<file path="config.mk">
export PLATFORM = sky130hd
export DESIGN_NAME = hid_boot_report_key_differ_top_flat
export DESIGN_NICKNAME = d
export VERILOG_FILES = /design/src/hdl/hbkd_pkg.sv /design/src/hdl/hbkd_if.sv /design/src/hdl/hbkd_front.sv /design/src/hdl/hbkd_fifo.sv /design/src/hdl/hbkd_back.sv /design/src/hdl/hid_boot_report_key_differ_top.sv /design/src/flat_wrapper.sv
export SDC_FILE = /design/constraint.sdc
export NUM_CORES = 1
export LEC_CHECK = 0
export ABC_CLOCK_PERIOD_IN_PS = 6000
export BUFFER_PORTS_ARGS = -buffer_cell sky130_fd_sc_hd__clkbuf_2
export CAP_MARGIN = 5
export CORE_ASPECT_RATIO = 0.5
export CORE_MARGIN = 2
export CORE_UTILIZATION = 42
export CTS_CLUSTER_SIZE = 24
export DETAILED_ROUTE_END_ITERATION = 10
export SLEW_MARGIN = 20
export SYNTH_ARGS = -nofsm -noshare
export SYNTH_HDL_FRONTEND = slang
export SYNTH_SLANG_ARGS = --single-unit
</file>
<file path="constraint.sdc">
create_clock -name clock -period 6 [get_ports clock]
set_input_delay 0.9 -clock clock [delete_from_list [all_inputs] [get_ports clock]]
set_output_delay 0.9 -clock clock [all_outputs]
set_load 0.01 [all_outputs]
</file>
<file path="src/hdl/hbkd_pkg.sv">
// Shared types and constants for the boot keyboard report differ.
package hbkd_pkg;

   localparam int KEY_SLOTS      = 6;
   localparam int MAX_SLOTS      = 6;
   localparam int CODE_W         = 8;
   localparam int REPORT_BYTES_W = 7;
   localparam int EVENT_SLOTS    = 2 * KEY_SLOTS;
   localparam int SLOT_IDX_W     = (KEY_SLOTS > 1) ? $clog2(KEY_SLOTS) : 1;
   localparam int EVENT_IDX_W    = SLOT_IDX_W + 1;
   localparam int QUEUE_DEPTH    = 4;
   localparam int QUEUE_PTR_W    = $clog2(QUEUE_DEPTH);
   localparam int QUEUE_CNT_W    = $clog2(QUEUE_DEPTH + 1);

   localparam logic [REPORT_BYTES_W-1:0] MIN_REPORT_BYTES = REPORT_BYTES_W'(8);

   typedef logic [CODE_W-1:0] code_type;

   // One classified report: mask bit 2*i is a release of old_codes[i],
   // bit 2*i+1 a press of new_codes[i].
   typedef struct packed {
      logic [EVENT_SLOTS-1:0]            mask;
      logic [KEY_SLOTS-1:0][CODE_W-1:0]  old_codes;
      logic [KEY_SLOTS-1:0][CODE_W-1:0]  new_codes;
   } queue_entry_type;

endpackage

</file>
<file path="src/hdl/hbkd_if.sv">
// Channel interfaces: report input and key event output.
interface hbkd_req_if;
   logic       valid;
   logic       ready;
   logic [7:0] slot_code_0;
   logic [7:0] slot_code_1;
   logic [7:0] slot_code_2;
   logic [7:0] slot_code_3;
   logic [7:0] slot_code_4;
   logic [7:0] slot_code_5;
   logic [6:0] report_bytes;

   modport source (
      output valid, slot_code_0, slot_code_1, slot_code_2, slot_code_3,
             slot_code_4, slot_code_5, report_bytes,
      input  ready
   );
   modport sink (
      input  valid, slot_code_0, slot_code_1, slot_code_2, slot_code_3,
             slot_code_4, slot_code_5, report_bytes,
      output ready
   );
endinterface

interface hbkd_rsp_if;
   logic       valid;
   logic       ready;
   logic [7:0] event_code;
   logic       is_press;
   logic       last_event;

   modport source (output valid, event_code, is_press, last_event, input ready);
   modport sink (input valid, event_code, is_press, last_event, output ready);
endinterface

</file>
<file path="src/hdl/hbkd_front.sv">
// Front end: accepts reports, classifies press/release per slot, keeps previous codes.
module hbkd_front import hbkd_pkg::*; (
   input  logic            clock,
   input  logic            reset,
   hbkd_req_if.sink        req_bus,
   input  logic            queue_full,
   output logic            push,
   output queue_entry_type push_entry
);

   logic [MAX_SLOTS-1:0][CODE_W-1:0] fresh;
   logic [KEY_SLOTS-1:0][CODE_W-1:0] prev_ff, prev_in;
   logic [EVENT_SLOTS-1:0]           mask;
   logic                             accept;
   logic                             long_report;
   logic                             in_fresh;
   logic                             in_prev;

   assign fresh[0] = req_bus.slot_code_0;
   assign fresh[1] = req_bus.slot_code_1;
   assign fresh[2] = req_bus.slot_code_2;
   assign fresh[3] = req_bus.slot_code_3;
   assign fresh[4] = req_bus.slot_code_4;
   assign fresh[5] = req_bus.slot_code_5;

   assign req_bus.ready = !queue_full;
   assign accept        = req_bus.valid && !queue_full;
   assign long_report   = req_bus.report_bytes >= MIN_REPORT_BYTES;

   always_comb begin
      mask = '0;
      for (int i = 0; i < KEY_SLOTS; i++) begin
         in_fresh = 1'b0;
         in_prev  = 1'b0;
         for (int j = 0; j < KEY_SLOTS; j++) begin
            if (fresh[j] == prev_ff[i]) in_fresh = 1'b1;
            if (prev_ff[j] == fresh[i]) in_prev = 1'b1;
         end
         mask[2*i]   = (prev_ff[i] != '0) && !in_fresh;
         mask[2*i+1] = (fresh[i] != '0) && !in_prev;
      end
   end

   always_comb begin
      push_entry.mask = mask;
      for (int i = 0; i < KEY_SLOTS; i++) begin
         push_entry.old_codes[i] = prev_ff[i];
         push_entry.new_codes[i] = fresh[i];
      end
   end

   // Reports without any change update state but enqueue nothing.
   assign push = accept && long_report && (mask != '0);

   always_comb begin
      prev_in = prev_ff;
      if (accept && long_report) begin
         for (int i = 0; i < KEY_SLOTS; i++) prev_in[i] = fresh[i];
      end
   end

   always_ff @(posedge clock) begin
      if (reset) begin
         prev_ff <= '0;
      end else begin
         prev_ff <= prev_in;
      end
   end

endmodule

</file>
<file path="src/hdl/hbkd_fifo.sv">
// Short queue of classified reports between front and back ends.
module hbkd_fifo import hbkd_pkg::*; (
   input  logic            clock,
   input  logic            reset,
   input  logic            push,
   input  queue_entry_type push_entry,
   input  logic            pop,
   output queue_entry_type head,
   output logic            full,
   output logic            empty
);

   queue_entry_type          mem_ff [QUEUE_DEPTH];
   logic [QUEUE_PTR_W-1:0]   wr_ptr_ff, wr_ptr_in;
   logic [QUEUE_PTR_W-1:0]   rd_ptr_ff, rd_ptr_in;
   logic [QUEUE_CNT_W-1:0]   count_ff, count_in;

   assign full  = count_ff == QUEUE_CNT_W'(QUEUE_DEPTH);
   assign empty = count_ff == '0;
   assign head  = mem_ff[rd_ptr_ff];

   always_comb begin
      wr_ptr_in = push ? wr_ptr_ff + 1'b1 : wr_ptr_ff;
      rd_ptr_in = pop  ? rd_ptr_ff + 1'b1 : rd_ptr_ff;
      count_in  = count_ff;
      if (push && !pop) count_in = count_ff + 1'b1;
      if (pop && !push) count_in = count_ff - 1'b1;
   end

   always_ff @(posedge clock) begin
      if (reset) begin
         wr_ptr_ff <= '0;
         rd_ptr_ff <= '0;
         count_ff  <= '0;
      end else begin
         wr_ptr_ff <= wr_ptr_in;
         rd_ptr_ff <= rd_ptr_in;
         count_ff  <= count_in;
      end
   end

   always_ff @(posedge clock) begin
      if (push) mem_ff[wr_ptr_ff] <= push_entry;
   end

`ifndef SYNTHESIS
   a_no_overflow: assert property (@(posedge clock) disable iff (reset)
      full |-> !push) else $error("push into full queue");
   a_no_underflow: assert property (@(posedge clock) disable iff (reset)
      empty |-> !pop) else $error("pop from empty queue");
   a_ptr_count: assert property (@(posedge clock) disable iff (reset)
      QUEUE_PTR_W'(wr_ptr_ff - rd_ptr_ff) == QUEUE_PTR_W'(count_ff))
      else $error("queue pointers disagree with count");
`endif

endmodule

</file>
<file path="src/hdl/hbkd_back.sv">
// Back end: serializes the events of the queue head into the output register.
module hbkd_back import hbkd_pkg::*; (
   input  logic            clock,
   input  logic            reset,
   input  logic            queue_empty,
   input  queue_entry_type head,
   output logic            pop,
   hbkd_rsp_if.source      rsp_bus
);

   logic [EVENT_SLOTS-1:0] done_ff, done_in;
   logic [EVENT_SLOTS-1:0] remaining;
   logic [EVENT_SLOTS-1:0] pick;
   logic [EVENT_IDX_W-1:0] idx;
   logic [SLOT_IDX_W-1:0]  slot;
   logic                   out_free;
   logic                   fire;
   logic                   last;
   logic                   rsp_valid_ff, rsp_valid_in;
   code_type               rsp_code_ff;
   logic                   rsp_press_ff;
   logic                   rsp_last_ff;

   assign remaining = head.mask & ~done_ff;
   assign pick      = remaining & (~remaining + 1'b1);
   assign last      = (remaining & ~pick) == '0;
   assign out_free  = !rsp_valid_ff || rsp_bus.ready;
   assign fire      = !queue_empty && out_free;
   assign pop       = fire && last;

   always_comb begin
      idx = '0;
      for (int i = 0; i < EVENT_SLOTS; i++) begin
         if (pick[i]) idx = idx | EVENT_IDX_W'(i);
      end
   end

   assign slot = idx[EVENT_IDX_W-1:1];

   always_comb begin
      done_in = done_ff;
      if (fire) done_in = last ? '0 : (done_ff | pick);
      rsp_valid_in = rsp_valid_ff;
      if (fire) rsp_valid_in = 1'b1;
      else if (rsp_bus.ready) rsp_valid_in = 1'b0;
   end

   always_ff @(posedge clock) begin
      if (reset) begin
         done_ff      <= '0;
         rsp_valid_ff <= 1'b0;
      end else begin
         done_ff      <= done_in;
         rsp_valid_ff <= rsp_valid_in;
      end
   end

   always_ff @(posedge clock) begin
      if (fire) begin
         rsp_code_ff  <= idx[0] ? head.new_codes[slot] : head.old_codes[slot];
         rsp_press_ff <= idx[0];
         rsp_last_ff  <= last;
      end
   end

   assign rsp_bus.valid      = rsp_valid_ff;
   assign rsp_bus.event_code = rsp_code_ff;
   assign rsp_bus.is_press   = rsp_press_ff;
   assign rsp_bus.last_event = rsp_last_ff;

endmodule

</file>
<file path="src/hdl/hid_boot_report_key_differ_top.sv">
// Top level of the HID boot keyboard report differ.
// Usage:
//   req_bus carries one boot keyboard report per transfer: six key-code slots
//   and the report length. Reports shorter than 8 bytes are dropped with no
//   effect. Each other report is compared against the stored codes of the
//   previous one, and per slot a release (old code gone) then a press (new
//   code not seen before) is produced.
//   rsp_bus carries one key event per transfer; last_event marks the final
//   event of a report. A report with no change produces no transfer.
// Throughput: one event per cycle while the output register is free, set by
//   the single back-end serializer; a report has 0 to 12 events. The front end
//   takes one report per cycle while the four-entry report queue has room.
// Reset: stored codes clear to zero, the queue empties, rsp_bus.valid drops.
// Stall: when rsp_bus.ready is low the output register holds its event, the
//   back end stops, the queue fills, and then req_bus.ready drops.
module hid_boot_report_key_differ_top import hbkd_pkg::*; (
   input  logic       clock,
   input  logic       reset,
   hbkd_req_if.sink   req_bus,
   hbkd_rsp_if.source rsp_bus
);

   logic            push;
   logic            pop;
   logic            queue_full;
   logic            queue_empty;
   queue_entry_type push_entry;
   queue_entry_type head;

   // Classify each report and update the stored codes at the transfer.
   hbkd_front u_front (
      .clock      (clock),
      .reset      (reset),
      .req_bus    (req_bus),
      .queue_full (queue_full),
      .push       (push),
      .push_entry (push_entry)
   );

   // Hold classified reports so front and back stall independently.
   hbkd_fifo u_fifo (
      .clock      (clock),
      .reset      (reset),
      .push       (push),
      .push_entry (push_entry),
      .pop        (pop),
      .head       (head),
      .full       (queue_full),
      .empty      (queue_empty)
   );

   // Advance through the head report one event per cycle while the output register is free.
   hbkd_back u_back (
      .clock       (clock),
      .reset       (reset),
      .queue_empty (queue_empty),
      .head        (head),
      .pop         (pop),
      .rsp_bus     (rsp_bus)
   );

endmodule
</file>
<file path="src/flat_wrapper.sv">
// flat-port wrapper written by rule: the top's interface ports become plain ports
module hid_boot_report_key_differ_top_flat import hbkd_pkg::*;
  (clock, reset, req_bus_valid, req_bus_slot_code_0, req_bus_slot_code_1, req_bus_slot_code_2, req_bus_slot_code_3, req_bus_slot_code_4, req_bus_slot_code_5, req_bus_report_bytes, req_bus_ready, rsp_bus_valid, rsp_bus_event_code, rsp_bus_is_press, rsp_bus_last_event, rsp_bus_ready);
  hbkd_req_if req_bus_i ();
  hbkd_rsp_if rsp_bus_i ();
  input  logic clock;
  input  logic reset;
  input wire logic [$bits(req_bus_i.valid)-1:0] req_bus_valid;
  input wire logic [$bits(req_bus_i.slot_code_0)-1:0] req_bus_slot_code_0;
  input wire logic [$bits(req_bus_i.slot_code_1)-1:0] req_bus_slot_code_1;
  input wire logic [$bits(req_bus_i.slot_code_2)-1:0] req_bus_slot_code_2;
  input wire logic [$bits(req_bus_i.slot_code_3)-1:0] req_bus_slot_code_3;
  input wire logic [$bits(req_bus_i.slot_code_4)-1:0] req_bus_slot_code_4;
  input wire logic [$bits(req_bus_i.slot_code_5)-1:0] req_bus_slot_code_5;
  input wire logic [$bits(req_bus_i.report_bytes)-1:0] req_bus_report_bytes;
  output wire logic [$bits(req_bus_i.ready)-1:0] req_bus_ready;
  output wire logic [$bits(rsp_bus_i.valid)-1:0] rsp_bus_valid;
  output wire logic [$bits(rsp_bus_i.event_code)-1:0] rsp_bus_event_code;
  output wire logic [$bits(rsp_bus_i.is_press)-1:0] rsp_bus_is_press;
  output wire logic [$bits(rsp_bus_i.last_event)-1:0] rsp_bus_last_event;
  input wire logic [$bits(rsp_bus_i.ready)-1:0] rsp_bus_ready;
  assign req_bus_i.valid = req_bus_valid;
  assign req_bus_i.slot_code_0 = req_bus_slot_code_0;
  assign req_bus_i.slot_code_1 = req_bus_slot_code_1;
  assign req_bus_i.slot_code_2 = req_bus_slot_code_2;
  assign req_bus_i.slot_code_3 = req_bus_slot_code_3;
  assign req_bus_i.slot_code_4 = req_bus_slot_code_4;
  assign req_bus_i.slot_code_5 = req_bus_slot_code_5;
  assign req_bus_i.report_bytes = req_bus_report_bytes;
  assign req_bus_ready = req_bus_i.ready;
  assign rsp_bus_valid = rsp_bus_i.valid;
  assign rsp_bus_event_code = rsp_bus_i.event_code;
  assign rsp_bus_is_press = rsp_bus_i.is_press;
  assign rsp_bus_last_event = rsp_bus_i.last_event;
  assign rsp_bus_i.ready = rsp_bus_ready;
  hid_boot_report_key_differ_top u_core (.clock(clock), .reset(reset), .req_bus(req_bus_i), .rsp_bus(rsp_bus_i));
endmodule
</file>
Word-level counts from Yosys, hierarchy flattened:

Memory sizes are Yosys's and may differ from the RTL's. A register that Yosys moved wholly into a read port is not among the register bits.
Index checks and enable logic that the tools add are counted.

* bits in registers: 78
* RAM bits: 432
* output and inout bits: 12
* word-level logic and storage cells: 253
* memories: 1

Memory list
* u_core.u_fifo.mem_ff: words 4, bits a word 108, read ports 1, clocked after memory_dff 1, write ports 1, RTL line hbkd_fifo.sv:13 `queue_entry_type mem_ff [QUEUE_DEPTH];`

* add/sub/neg operators: 5
* $lt $le $gt $ge: 2
* equality and inequality tests: 73
* multiplexer cells: 97
* bitwise operators: 7
* reduce and logical (&&, ||, !) cells: 54

Operators by type and width (number)
* == test 8 bit: 72
* nonzero test 8 bit: 12
* two-way mux 1 bit: 77
* binary-select mux 8 bit (select 3 bit): 2
* AND 12 bit: 3
* inverter 12 bit: 3
* two-way mux 8 bit: 3
* logical AND 1 bit: 19
* two-way mux 3 bit: 6
* zero test 1 bit: 17
* two-way mux 4 bit: 4
* adder 12 x 1 -> 12 bit, second input constant: 1
* zero test 12 bit: 1
* two-way mux 12 bit: 1
* bitwise OR 12 bit: 1
* nonzero test 12 bit: 1
* two-way mux 2 bit: 4
* greater-or-equal comparator 7 x 4 -> 1 bit, second input constant: 1
* adder 2 x 1 -> 2 bit, second input constant: 2
* < comparator 3 x 4 -> 1 bit, second input constant: 1
* nonzero test 2 bit: 2
* adder 3 x 1 -> 3 bit, second input constant: 1
* == test 3 bit, second input constant: 1
* zero test 3 bit: 1
* 2 further kinds: 2

Depth between registers and ports, before layout:

* word-level depth: 19
* mapped depth: 15

Hierarchy:

Synthesis repeated with hierarchy kept, for this count alone.

* cell total of the unflattened synthesis: 1684
* area total of the unflattened synthesis: 24138.2 µm²

Modules (own cells, without submodules)
* hbkd_fifo: instances 1, cells each 611, area each 15977.8 µm²
* hbkd_front: instances 1, cells each 818, area each 6072.1 µm²
* hbkd_back: instances 1, cells each 255, area each 2088.3 µm²

Worst setup path before layout:

Ideal clock, no wire load.

* path kind: input to register
* start point: in req_bus_slot_code_4[7]
* end point: mem u_core.u_fifo.mem_ff[0][0] (netlist bit), enable pin
* library setup time: 0.479 ns
* data arrival time: 4.850 ns
* required time: 5.521 ns
* slack: 0.670 ns
* cell stages on the path: 9
* cell sequence: clkbuf_1 xnor2_1 nand4_1 nor2_1 a2111oi_0 nand4_1 nand4_1 o31a_1 and2_1

* word-level cells in the longest chain between the ends: 13

RTL lines
* start, declared: RTL line flat_wrapper.sv:13 `input wire logic [$bits(req_bus_i.slot_code_4)-1:0] req_bus_slot_code_4;`
* == test 8 bit: RTL line hbkd_front.sv:36, hbkd_front.sv:37
* two-way mux 1 bit (6 in series): RTL line hbkd_front.sv:37 `if (prev_ff[j] == fresh[i]) in_prev = 1'b1;`
* zero test 1 bit: RTL line hbkd_front.sv:40 `mask[2*i+1] = (fresh[i] != '0) && !in_prev;`
* logical AND 1 bit: RTL line hbkd_front.sv:40
* nonzero test 12 bit *: RTL line hbkd_front.sv:53 `assign push = accept && long_report && (mask != '0);`
* logical AND 1 bit *: RTL line hbkd_front.sv:53
* two-way mux 1 bit *: RTL line hbkd_fifo.sv:43 `if (push) mem_ff[wr_ptr_ff] <= push_entry;`
* two-way mux 1 bit (not written as such) *: RTL line hbkd_fifo.sv:43
* end, declared: RTL line hbkd_fifo.sv:13

Mark *: on every way between the ends. The rest lies on a longest branch, timed or not.

==> flow_summary.ini <==
[timing]
skew_ps = 15.2
setup_tns_ps = 0
drv_slew = 0
rsz0062_at_grt = false
relSlewSlack_pct = 21.6
period_needed_ps = 4370
clock.fmax_ghz = 0.229
hold_slack_ps = 462
max_slew.worst_pin.slew_ps = 1180
finalHoldViolCount = 0
setup_violations = 0
period_share_pct = 72.9

[worst_setup_path]
worstSetupStartpointType = flop
crit_type = flop to flop
path_cells = buf_12 > mux4_2 > nand2b_1 > o21bai_1 > o31ai_1 > o221ai_1 > nor3b_2 > ha_1 > inv_1 > fa_1 > xor2_1 > or3_1 > a21oi_1
slowest_delay_ps = 680
ff2ff_setup_slack_ps = 1630
reg2reg_depth = 13
r2r_end = u_core.u_fifo.count_ff[2]
cp.arrival_ps = 4850
cp.required_ps = 6480
crit_slowest_cell = dfxtp_4
path_max_fanout = 88
end_kind = flop

[worst_hold_path]
hold_class = flop to flop
min_to = u_core.u_back.done_ff[1]
hold-path-cell-count = 2
worstHoldStart = u_core.u_back.done_ff[1]

[cts]
post_cts_resized = 0
hold_buffers = 0
clk_latency_ps = 570
cts_root_buf = clkbuf_16
cts_sinks = 512
clk_pin_slew_ps = 60
clk_path_buf_depth = 3
cts_buffers = 47
cts_max_level = 2
cts_tree = built
post_cts_buffers = 0

[synth]
async_flop_share_pct = 0
syn-num-nets = 1719
synth_edf_count = 442
ys_warn_count = 0
ys_seq_area_share_pct = 61.9
avgSynthCellArea_um2 = 14.3
synth_seq_cells = 512
synth_cells = 1654
syn_area_um2 = 23700
ys.flop_type = edfxtp_1
synth_cell_types = 66

[finish]
utilization_pct = 46.8
nNetsFinal = 1700
syn_to_final_growth_pct = 9.71
diodes = 0
layout_commonest_cell = edfxtp_1
drive_gt1_share_pct = 17.3
final_cell_mix = edfxtp_1 (442), xnor2_1 (169), nand2_1 (156)

[detailed_routing]
final_antenna_net_count = 0
drt_pass1_iterations = 5
vias = 13900
drc = 0
drtIter0Drc = 1306
wire_per_inst_um = 25.7
drt_wl_total_um = 62300
viasPerCell = 5.71

[die]
core-area_um2 = 55600
dieArea_um2 = 58500
io_pins = 71
start_util_pct = 42.6
rows = 61
dieHeight_um = 172
dieWidth_um = 340

[run]
drv_cap = 0

[global_route]
grt_pass1_wl_um = 92300
grt_pass1_vias = 13600
antenna_found_initial = 0
grt_max_degree = 109
grt_overflow = 0
grt_use_total_pct = 21.4

[power_and_ir_drop]
ir_drop_v = 0.000176
power_leakage_nw = 8.28
p_per_area_nw_per_um2 = 305

[outcome]
status = completed

[place]
gp_congestion = 0.918
dpl.hpwl_um = 37500
numPortBuffers = 67
==> layout make-up <==
class | count | area, um2
clock inverters | 20 | 123
multi-input cells | 966 | 8320
flip-flops and latches | 512 | 14700
repair buffers | 84 | 538
clock buffers | 67 | 1320
inverters | 24 | 90.1
well taps | 756 | 946
fillers | 4829 | 29600
==> worst max-delay path: cells and delay by family, from the launching register on <==
kind | cells | cell delay [ps]
xor+xnor | 1 | 160
compound gates | 4 | 620
simple gates | 3 | 870
mux | 1 | 620
fa+ha+maj | 2 | 620
buf+inv | 2 | 690
flops | 1 | 680
==> logic make-up after synthesis <==
| kind of cell | after synthesis | synth area share, % |
|---|---|---|
| mux | 147 | 11.7 |
| buf+inv | 176 | 3.15 |
| xor+xnor | 291 | 10.7 |
| flops | 512 | 61.9 |
| compound gates | 136 | 3.87 |
| simple gates | 386 | 8.27 |
| fa+ha+maj | 6 | 0.348 |
==> layer usage <==
| metal | GRT usage (%) | share of wire, % | vias up |
|---|---|---|---|
| met2 | 32.9 | 45 | 544 |
| met5 | 0 | 0 | - |
| met3 | 3.96 | 7.9 | 109 |
| met4 | 5.94 | 2.8 | 0 |
| met1 | 31.3 | 44 | 7100 |
| li1 | - | - | 6125 |
==> metrics by stage <==
| stage | instances | total power, mW | cell area [um2] | setup slack [ps] |
|---|---|---|---|---|
| after CTS | 2429 | 7.99 | 26000 | 1430 |
| after floorplan | 1654 | 4.82 | 23700 | 670 |
| after global routing | 2429 | 8.21 | 26000 | 1210 |
| after global placement | 2342 | 5.13 | 24600 | 1440 |
| final | 2429 | 7.93 | 26000 | 1630 |
| after detailed placement | 2342 | 5.14 | 24600 | 1430 |
==> worst max path at each step <==
stage	cells past startpoint	slack [ps]	endpoint	startpoint
after floorplan	9	670	u_core.u_fifo.mem_ff[0][0]	req_bus_slot_code_4[7]
final	13	1630	u_core.u_fifo.count_ff[2]	flop
after detailed placement	10	1430	u_core.u_back.rsp_bus.event_code[5]	flop
after global placement	10	1440	u_core.u_fifo.mem_ff[3][53]	req_bus_slot_code_1[2]
after CTS	10	1430	u_core.u_back.rsp_bus.event_code[5]	flop
after global routing	10	1210	u_core.u_back.rsp_bus.event_code[5]	flop
==> cell usage after synthesis, types with 12 or more instances <==
master	count	share of area, %
nor4_1	55	1.5
nor2_1	46	0.73
a21oi_1	66	1.4
inv_1	24	0.38
nand2_1	156	2.5
mux4_2	103	9.8
nand3_1	12	0.25
nand4_1	53	1.4
buf_1	18	0.28
clkbuf_1	116	1.8
edfxtp_1	442	56
dfxtp_1	70	5.9
xor2_1	122	4.5
mux2i_1	26	1.1
xnor2_1	169	6.2
==> flip-flops by register name, summed over array words and instances, names as in the netlist, 2 cells and up, named ones only <==
signal	count
u_core.u_fifo.mem_ff	432
u_core.u_fifo.rd_ptr_ff	2
u_core.u_front.push_entry	48
u_core.u_back.rsp_bus.event_code	8
u_core.u_fifo.count_ff	3
u_core.u_back.done_ff	12
u_core.u_fifo.wr_ptr_ff	2
==> power by group <==
part           switching, mW  leakage, nW  internal, mW
logic                  0.505         2.91         0.320
clock network           1.29        0.712          1.58
registers              0.161         4.66          4.08
total                   1.95         8.28          5.98
(Power assumes the default switching activity.)
